**src/lphs_pkg.sv**
```systemverilog
package lphs_pkg;

    localparam int TABLE_SIZE = 8;
    localparam int SLOT_W     = $clog2(TABLE_SIZE);
    localparam int CNT_W      = $clog2(TABLE_SIZE + 1);
    localparam int KEY_W      = 31;
    localparam int CMDQ_DEPTH = 2;

    typedef enum logic [1:0] {
        REQ_INSERT = 2'd0,
        REQ_DELETE = 2'd1,
        REQ_LOOKUP = 2'd2
    } req_t;

    typedef enum logic [2:0] {
        STAT_OK    = 3'd0,
        STAT_DUP   = 3'd1,
        STAT_FULL  = 3'd2,
        STAT_MISS  = 3'd3,
        STAT_EMPTY = 3'd4
    } status_t;

    typedef enum logic [1:0] {
        MARK_EMPTY   = 2'd0,
        MARK_USED    = 2'd1,
        MARK_DELETED = 2'd2
    } mark_t;

    typedef enum logic [1:0] {
        ENG_IDLE,
        ENG_PROBE,
        ENG_FINISH
    } eng_state_t;

    typedef struct packed {
        logic [1:0]       req_type;
        logic [KEY_W-1:0] key;
    } request_t;

    typedef struct packed {
        status_t           status;
        logic [SLOT_W-1:0] slot;
        logic [CNT_W-1:0]  entries;
    } result_t;

    // Classified request handed from the front queue to the probe engine.
    typedef struct packed {
        req_t              op;
        logic [KEY_W-1:0]  key;
        logic [SLOT_W-1:0] home;
    } cmd_t;

endpackage

```
**src/linear_probe_hash_set_top.sv**
```systemverilog
// Hash set of 31-bit keys in TABLE_SIZE slots with linear probing and tombstones.
// Requests go in through a two-entry command queue; results come out of a one-entry
// output register, so a new request is taken while an earlier result waits to be
// popped. The probe engine handles one request at a time and walks one slot per
// cycle from the home slot (key modulo TABLE_SIZE). A request is taken in idle,
// probes 1 to TABLE_SIZE slots in probe and posts its result from finish, which
// waits while an earlier result is unpopped. An insert into a full table and a
// delete on an empty one skip probe. All slots are empty after reset.
module linear_probe_hash_set_top
    import lphs_pkg::*;
(
    input  logic     clk,
    input  logic     rst_n,
    input  logic     push,
    output logic     full,
    input  request_t request,
    output logic     empty,
    input  logic     pop,
    output result_t  result
);

    logic cmd_valid;
    logic cmd_pop;
    cmd_t cmd;

    lphs_front u_front (
        .clk       (clk),
        .rst_n     (rst_n),
        .push      (push),
        .full      (full),
        .request   (request),
        .cmd_valid (cmd_valid),
        .cmd       (cmd),
        .cmd_pop   (cmd_pop)
    );

    lphs_back u_back (
        .clk       (clk),
        .rst_n     (rst_n),
        .cmd_valid (cmd_valid),
        .cmd       (cmd),
        .cmd_pop   (cmd_pop),
        .empty     (empty),
        .pop       (pop),
        .result    (result)
    );

`ifndef SYNTHESIS
    a_entries_bound: assert property (@(posedge clk) disable iff (!rst_n)
        !empty |-> result.entries <= CNT_W'(TABLE_SIZE))
        else $error("live count exceeds the table size");

    a_slot_zero: assert property (@(posedge clk) disable iff (!rst_n)
        (!empty && result.status != STAT_OK) |-> result.slot == '0)
        else $error("failed request reports a nonzero slot");

    a_full_count: assert property (@(posedge clk) disable iff (!rst_n)
        (!empty && result.status == STAT_FULL) |-> result.entries == CNT_W'(TABLE_SIZE))
        else $error("insert refused while the table has room");

    a_empty_count: assert property (@(posedge clk) disable iff (!rst_n)
        (!empty && result.status == STAT_EMPTY) |-> result.entries == '0)
        else $error("table reported empty while keys are live");
`endif

endmodule

```
**src/lphs_front.sv**
```systemverilog
module lphs_front
    import lphs_pkg::*;
(
    input  logic     clk,
    input  logic     rst_n,
    input  logic     push,
    output logic     full,
    input  request_t request,
    output logic     cmd_valid,
    output cmd_t     cmd,
    input  logic     cmd_pop
);

    localparam int PTR_W = $clog2(CMDQ_DEPTH);
    localparam int QCNT_W = $clog2(CMDQ_DEPTH + 1);

    cmd_t              queue_reg [CMDQ_DEPTH];
    logic [PTR_W-1:0]  wr_ptr_reg, wr_ptr_next;
    logic [PTR_W-1:0]  rd_ptr_reg, rd_ptr_next;
    logic [QCNT_W-1:0] count_reg, count_next;
    cmd_t              classified;
    logic              do_push;
    logic              do_pop;

    // Unused request code 3 behaves as a lookup.
    always_comb
    begin
        unique case (request.req_type)
            REQ_INSERT: classified.op = REQ_INSERT;
            REQ_DELETE: classified.op = REQ_DELETE;
            default:    classified.op = REQ_LOOKUP;
        endcase
        classified.key  = request.key;
        classified.home = SLOT_W'(request.key % TABLE_SIZE);
    end

    assign full      = (count_reg == QCNT_W'(CMDQ_DEPTH));
    assign cmd_valid = (count_reg != '0);
    assign cmd       = queue_reg[rd_ptr_reg];
    assign do_push   = push && !full;
    assign do_pop    = cmd_pop && cmd_valid;

    always_comb
    begin
        wr_ptr_next = wr_ptr_reg;
        rd_ptr_next = rd_ptr_reg;
        count_next  = count_reg;
        if (do_push)
        begin
            wr_ptr_next = (wr_ptr_reg == PTR_W'(CMDQ_DEPTH - 1)) ? '0 : wr_ptr_reg + 1'b1;
        end
        if (do_pop)
        begin
            rd_ptr_next = (rd_ptr_reg == PTR_W'(CMDQ_DEPTH - 1)) ? '0 : rd_ptr_reg + 1'b1;
        end
        if (do_push && !do_pop)
        begin
            count_next = count_reg + 1'b1;
        end
        else if (do_pop && !do_push)
        begin
            count_next = count_reg - 1'b1;
        end
    end

    always_ff @(posedge clk or negedge rst_n)
    begin
        if (!rst_n)
        begin
            wr_ptr_reg <= '0;
            rd_ptr_reg <= '0;
            count_reg  <= '0;
        end
        else
        begin
            wr_ptr_reg <= wr_ptr_next;
            rd_ptr_reg <= rd_ptr_next;
            count_reg  <= count_next;
        end
    end

    always_ff @(posedge clk)
    begin
        if (do_push)
        begin
            queue_reg[wr_ptr_reg] <= classified;
        end
    end

endmodule

```
**src/lphs_back.sv**
```systemverilog
module lphs_back
    import lphs_pkg::*;
(
    input  logic    clk,
    input  logic    rst_n,
    input  logic    cmd_valid,
    input  cmd_t    cmd,
    output logic    cmd_pop,
    output logic    empty,
    input  logic    pop,
    output result_t result
);

    eng_state_t        state_reg, state_next;
    req_t              op_reg, op_next;
    logic [KEY_W-1:0]  key_reg, key_next;
    logic [SLOT_W-1:0] ptr_reg, ptr_next;
    logic [SLOT_W-1:0] cnt_reg, cnt_next;
    logic              have_free_reg, have_free_next;
    logic [SLOT_W-1:0] free_slot_reg, free_slot_next;
    result_t           res_reg, res_next;
    logic [CNT_W-1:0]  live_reg, live_next;
    result_t           out_reg, out_next;
    logic              out_valid_reg, out_valid_next;

    mark_t             mark_reg [TABLE_SIZE];
    logic [KEY_W-1:0]  key_mem [TABLE_SIZE];

    mark_t             cur_mark;
    logic              hit;
    logic              stop;
    logic              free_here;
    logic [SLOT_W-1:0] ins_slot;
    logic              mark_we;
    logic [SLOT_W-1:0] mark_sel;
    mark_t             mark_val;
    logic              key_we;

    assign cur_mark  = mark_reg[ptr_reg];
    assign hit       = (cur_mark == MARK_USED) && (key_mem[ptr_reg] == key_reg);
    assign stop      = (cur_mark == MARK_EMPTY) || hit || (cnt_reg == SLOT_W'(TABLE_SIZE - 1));
    assign free_here = (cur_mark != MARK_USED);
    assign ins_slot  = have_free_reg ? free_slot_reg : ptr_reg;
    assign empty     = !out_valid_reg;
    assign result    = out_reg;

    always_comb
    begin
        state_next     = state_reg;
        op_next        = op_reg;
        key_next       = key_reg;
        ptr_next       = ptr_reg;
        cnt_next       = cnt_reg;
        have_free_next = have_free_reg;
        free_slot_next = free_slot_reg;
        res_next       = res_reg;
        live_next      = live_reg;
        out_next       = out_reg;
        out_valid_next = out_valid_reg;
        cmd_pop        = 1'b0;
        mark_we        = 1'b0;
        mark_sel       = ptr_reg;
        mark_val       = MARK_USED;
        key_we         = 1'b0;

        if (pop && out_valid_reg)
        begin
            out_valid_next = 1'b0;
        end

        unique case (state_reg)
            ENG_IDLE:
            begin
                if (cmd_valid)
                begin
                    cmd_pop        = 1'b1;
                    op_next        = cmd.op;
                    key_next       = cmd.key;
                    ptr_next       = cmd.home;
                    cnt_next       = '0;
                    have_free_next = 1'b0;
                    // A full table refuses an insert, and an empty one a delete,
                    // before any slot is probed.
                    if (cmd.op == REQ_INSERT && live_reg >= CNT_W'(TABLE_SIZE))
                    begin
                        res_next   = '{STAT_FULL, '0, live_reg};
                        state_next = ENG_FINISH;
                    end
                    else if (cmd.op == REQ_DELETE && live_reg == '0)
                    begin
                        res_next   = '{STAT_EMPTY, '0, live_reg};
                        state_next = ENG_FINISH;
                    end
                    else
                    begin
                        state_next = ENG_PROBE;
                    end
                end
            end
            ENG_PROBE:
            begin
                // The first slot not in use along the probe is where an insert lands.
                if (free_here && !have_free_reg)
                begin
                    have_free_next = 1'b1;
                    free_slot_next = ptr_reg;
                end
                if (stop)
                begin
                    state_next = ENG_FINISH;
                    unique case (op_reg)
                        REQ_INSERT:
                        begin
                            if (hit)
                            begin
                                res_next = '{STAT_DUP, '0, live_reg};
                            end
                            else if (have_free_reg || free_here)
                            begin
                                key_we    = 1'b1;
                                mark_we   = 1'b1;
                                mark_sel  = ins_slot;
                                mark_val  = MARK_USED;
                                live_next = live_reg + 1'b1;
                                res_next  = '{STAT_OK, ins_slot, live_reg + 1'b1};
                            end
                            else
                            begin
                                res_next = '{STAT_FULL, '0, live_reg};
                            end
                        end
                        REQ_DELETE:
                        begin
                            if (hit)
                            begin
                                mark_we   = 1'b1;
                                mark_sel  = ptr_reg;
                                mark_val  = MARK_DELETED;
                                live_next = live_reg - 1'b1;
                                res_next  = '{STAT_OK, ptr_reg, live_reg - 1'b1};
                            end
                            else
                            begin
                                res_next = '{STAT_MISS, '0, live_reg};
                            end
                        end
                        default:
                        begin
                            if (hit)
                            begin
                                res_next = '{STAT_OK, ptr_reg, live_reg};
                            end
                            else
                            begin
                                res_next = '{STAT_MISS, '0, live_reg};
                            end
                        end
                    endcase
                end
                else
                begin
                    ptr_next = (ptr_reg == SLOT_W'(TABLE_SIZE - 1)) ? '0 : ptr_reg + 1'b1;
                    cnt_next = cnt_reg + 1'b1;
                end
            end
            ENG_FINISH:
            begin
                if (!out_valid_reg || pop)
                begin
                    out_next       = res_reg;
                    out_valid_next = 1'b1;
                    state_next     = ENG_IDLE;
                end
            end
            default:
            begin
                state_next = ENG_IDLE;
            end
        endcase
    end

    always_ff @(posedge clk or negedge rst_n)
    begin
        if (!rst_n)
        begin
            state_reg     <= ENG_IDLE;
            live_reg      <= '0;
            out_valid_reg <= 1'b0;
            for (int i = 0; i < TABLE_SIZE; i++)
            begin
                mark_reg[i] <= MARK_EMPTY;
            end
        end
        else
        begin
            state_reg     <= state_next;
            live_reg      <= live_next;
            out_valid_reg <= out_valid_next;
            if (mark_we)
            begin
                mark_reg[mark_sel] <= mark_val;
            end
        end
    end

    always_ff @(posedge clk)
    begin
        op_reg        <= op_next;
        key_reg       <= key_next;
        ptr_reg       <= ptr_next;
        cnt_reg       <= cnt_next;
        have_free_reg <= have_free_next;
        free_slot_reg <= free_slot_next;
        res_reg       <= res_next;
        out_reg       <= out_next;
        if (key_we)
        begin
            key_mem[ins_slot] <= key_reg;
        end
    end

endmodule

```
**config.mk**
```make
export PLATFORM = sky130hd
export DESIGN_NAME = linear_probe_hash_set_top
export DESIGN_NICKNAME = d
export VERILOG_FILES = /design/src/lphs_pkg.sv /design/src/linear_probe_hash_set_top.sv /design/src/lphs_front.sv /design/src/lphs_back.sv
export SDC_FILE = /design/constraint.sdc
export NUM_CORES = 1
export LEC_CHECK = 0
export ABC_AREA = 1
export ABC_CLOCK_PERIOD_IN_PS = 5000
export BUFFER_PORTS_ARGS = -buffer_cell sky130_fd_sc_hd__buf_2
export CELL_PAD_IN_SITES_DETAIL_PLACEMENT = 1
export CELL_PAD_IN_SITES_GLOBAL_PLACEMENT = 2
export CORE_MARGIN = 4
export CORE_UTILIZATION = 41
export DETAILED_ROUTE_END_ITERATION = 10
export GPL_TIMING_DRIVEN = 0
export PLACE_DENSITY = 0.78
export SKIP_LAST_GASP = 1
export SLEW_MARGIN = 20
export SYNTH_ARGS = -nofsm -noshare
export SYNTH_HDL_FRONTEND = slang
export SYNTH_SLANG_ARGS = --single-unit
```
**constraint.sdc**
```tcl
create_clock -name clk -period 5 [get_ports clk]
set_input_delay 1 -clock clk [delete_from_list [all_inputs] [get_ports clk]]
set_output_delay 1 -clock clk [all_outputs]
set_load 0.005 [all_outputs]
```
==> flow_metrics.env <==
export IMPL_hold_path_startpoint="u_back.res_reg[3]$_DFFE_PP_"
export IMPL_max_stage_delay_ns=0.77
export IMPL_fin_nets=2001
export IMPL_slowest_stage="buf_1"
export IMPL_min_period_ns=4.900
export IMPL_cts_tree="yes"
export IMPL_yosysWarnings=0
export IMPL_cts_made_buffers=45
export IMPL_die_area_um2=47660
export IMPL_cp_required_ns=5.28
export IMPL_layout_drive_gt1_share_pct=9.729
export IMPL_cts_clk_slew_worst_paths_ns=0.06
export IMPL_clockBufferDepth=3
export IMPL_worst_slew_pin_transition_ns=1.020
export IMPL_dpl_cell_count=2495
export IMPL_path_class="reg2reg"
export IMPL_place_area_um2=19460
export IMPL_drt_total_wl_um=57310
export IMPL_p_leak_nw=9.122
export IMPL_p_seq_share_pct=38.4
export IMPL_grt_pass1_wl_um=85410
export IMPL_endpoint_kind="flip-flop"
export IMPL_peakVddDrop_mv=0.4424
export IMPL_maxCapViolations=0
export IMPL_setup_viol=0
export IMPL_max_clock_freq_mhz=204.1
export IMPL_finalCritPeriodShare_pct=97.99
export IMPL_hpwl_um=39770
export IMPL_r2r_slack_ns=0.10
export IMPL_core_area_um2=43360
export IMPL_finClkSkew_ns=0.02643
export IMPL_synth_edf_count=377
export IMPL_power_density_nw_per_um2=672.8
export IMPL_place_congestion=0.8762
export IMPL_syn_avg_cell_area_um2=9.803
export IMPL_route_detailed_drc=0
export IMPL_synth_nets=1894
export IMPL_fin_cells=2579
export IMPL_yosysSeqAreaShare_pct=66.48
export IMPL_outcome="complete, no violations"
export IMPL_ant_nets=0
export IMPL_finalInstanceArea_um2=20970
export IMPL_timing_rr_end="u_back.key_mem[2][25]$_DFFE_PP_"
export IMPL_syn_area_um2=18140
export IMPL_io_buffers=48
export IMPL_grt_use_total_pct=24.41
export IMPL_final_common_cell="nand2_1"
export IMPL_crit_family="simple AND/OR/NAND/NOR gates"
export IMPL_switching_share_pct=42.16
export IMPL_p_sw_mw=5.950
export IMPL_wl_per_cell_um=22.22
export IMPL_num_antenna_cells=0
export IMPL_antenna_found_initial=0
export IMPL_min_path_type="reg2reg"
export IMPL_hold_depth=0
export IMPL_die_h_um=218.3
export IMPL_ys_flop_type="edfxtp_1"
export IMPL_dieWidth_um=218.3
export IMPL_clkPwrFrac_pct=24.2
export IMPL_cts_max_level=2
export IMPL_grt_max_degree=28
export IMPL_grt_pass1_vias=13564
export IMPL_synth_cells=1850
export IMPL_cp_depth=17
export IMPL_post_synth_num_cell_types=36
export IMPL_path_buf_inv=4
export IMPL_cts_root_buffer="clkbuf_16"
export IMPL_synthArstFlopShare_pct=6.634
export IMPL_drv_slew=0
export IMPL_final_cell_mix="nand2_1 (715), edfxtp_1 (377), inv_1 (242)"
export IMPL_firstDrtPassIters=5
export IMPL_combPwrFrac_pct=37.4
export IMPL_drt_iter0_markers=917
export IMPL_hold_viol=0
export IMPL_hold_buffers=0
export IMPL_cts_sinks=407
export IMPL_clock_latency_ns=0.60
export IMPL_vias_per_cell=5.060
export IMPL_ioPinCount=49
export IMPL_critical_path_startpoint_type="flip-flop"
export IMPL_vias=13051
export IMPL_n_fill_cell=4895
export IMPL_utilization_pct=48.37
export IMPL_maxSlewHeadroom_pct=31.97
export IMPL_setup_tns_ns=0
export IMPL_rsz0062_at_grt="no"
export IMPL_worstPathMaxFanout=16
export IMPL_rows=76
export IMPL_min_to="u_back.result[3]$_DFFE_PP_"
export IMPL_intPower_mw=8.161
export IMPL_largest_reg_flops=248
export IMPL_grt_ovfl_total=0
export IMPL_synth_seq_cells=407
export IMPL_reg2reg_depth=17
export IMPL_start_util_pct=41.83
export IMPL_cp_cell_sequence="buf_1 -> buf_2 -> nand3_1 -> nand2_1 -> nand2_1 -> nand2_1 -> nor2_1 -> nand2_1 -> nor2_1 -> nand2_1 -> nor2_1 -> nor2_1 -> nand3_1 -> nor2_1 -> inv_1 -> nor2_4 -> buf_16"
export IMPL_worst_ep_arrival_time_ns=5.18
export IMPL_areaGrowthSynthToFinish_pct=15.65
[cells by family (layout without fill, tap and decap cells)]
family / Yosys count / in the layout / share of synthesized area [%]
AOI/OAI and AO/OA: 51 / 51 / 1.525
xor gates and xnor gates: 9 / 9 / 0.4347
adders and majority gates: 7 / 7 / 0.4829
buffers and inverters: 312 / 456 / 6.954
DFF: 407 / 407 / 66.48
muxes: 1 / 1 / 0.05519
and+or+nand+nor: 1063 / 1063 / 24.07
[metal layers]
metal	track usage [%]	wire, µm	up-vias	share of wire [%]
met5	0	0	-	0
li1	-	-	6201	-
met4	6.404	1463	0	2.6
met2	41.63	27740	310	48
met1	32.46	25110	6454	44
met3	4.338	2988	86	5.2
[how the worst max path moves through the flow]
| stage | from | end | slack (ns) |
|---|---|---|---|
| after CTS | flip-flop | u_back.key_mem[2][25]$_DFFE_PP_ | 0.13 |
| final | flip-flop | u_back.key_mem[2][25]$_DFFE_PP_ | 0.10 |
| after floorplan | u_back.ptr_reg[1]$_DFFE_PP_ | u_back.key_mem[2][0]$_DFFE_PP_ | 1.26 |
| after global routing | flip-flop | u_back.key_mem[2][25]$_DFFE_PP_ | 0.0005 |
| after detailed placement | flip-flop | u_back.key_mem[2][9]$_DFFE_PP_ | 0.07 |
| after global placement | flip-flop | u_back.key_mem[6][11]$_DFFE_PP_ | -2.15 |
[power groups by stage]
stage | clock network (mW) | logic (mW) | registers, mW
4_1_cts | 3.48 | 5.32 | 5.41
6_report | 3.42 | 5.27 | 5.42
5_1_grt | 3.64 | 5.86 | 5.49
3_3_place_gp | 0 | 5.03 | 5.45
2_1_floorplan | 0 | 3.26 | 5.13
3_5_place_dp | 0 | 5.27 | 5.47
[per-stage QoR]
step	total power, mW	setup slack, ns	hold slack (ns)
2_1_floorplan	8.390	1.258	0.4003
3_3_place_gp	10.48	-2.147	0.4084
3_5_place_dp	10.74	0.06637	0.4059
4_1_cts	14.21	0.1250	0.4276
5_1_grt	14.99	0.0005391	0.4408
6_report	14.11	0.1004	0.4260
[Yosys cell counts (all sizes together) (3+ instances only)]
cell	number	area share, %
a21oi	11	0.30
ha	7	0.48
edfxtp	377	62
nand4	14	0.52
nand3	189	5.2
dfrtp	27	3.7
dfxtp	3	0.33
clkbuf	18	0.37
nor3	8	0.22
nor2	120	2.6
inv	250	5.2
buf	43	1.4
or2	3	0.10
nand3b	10	0.41
o21ai	31	0.86
nand2	719	15
xnor2	3	0.14
xor2	6	0.29
[final cells by class]
cell class | instances | area (µm²) | share of cell area, %
multi-input combinational | 1131 | 4875 | 23.24
sequential | 407 | 12060 | 57.48
timing repair buffer | 60 | 533.0 | 2.541
tap | 585 | 732.0 | 3.490
clock inverter | 31 | 332.8 | 1.587
clock buffer | 53 | 1177 | 5.614
buffer | 61 | 325.3 | 1.551
inverter | 251 | 942.2 | 4.492
[what timing repair did]
item	in CTS	in global routing
hold endpoints to repair	0	0
setup buffers	0	0
gates resized for setup	0	2
setup endpoints to repair	0	16
Power figures use the tool's default switching activity.
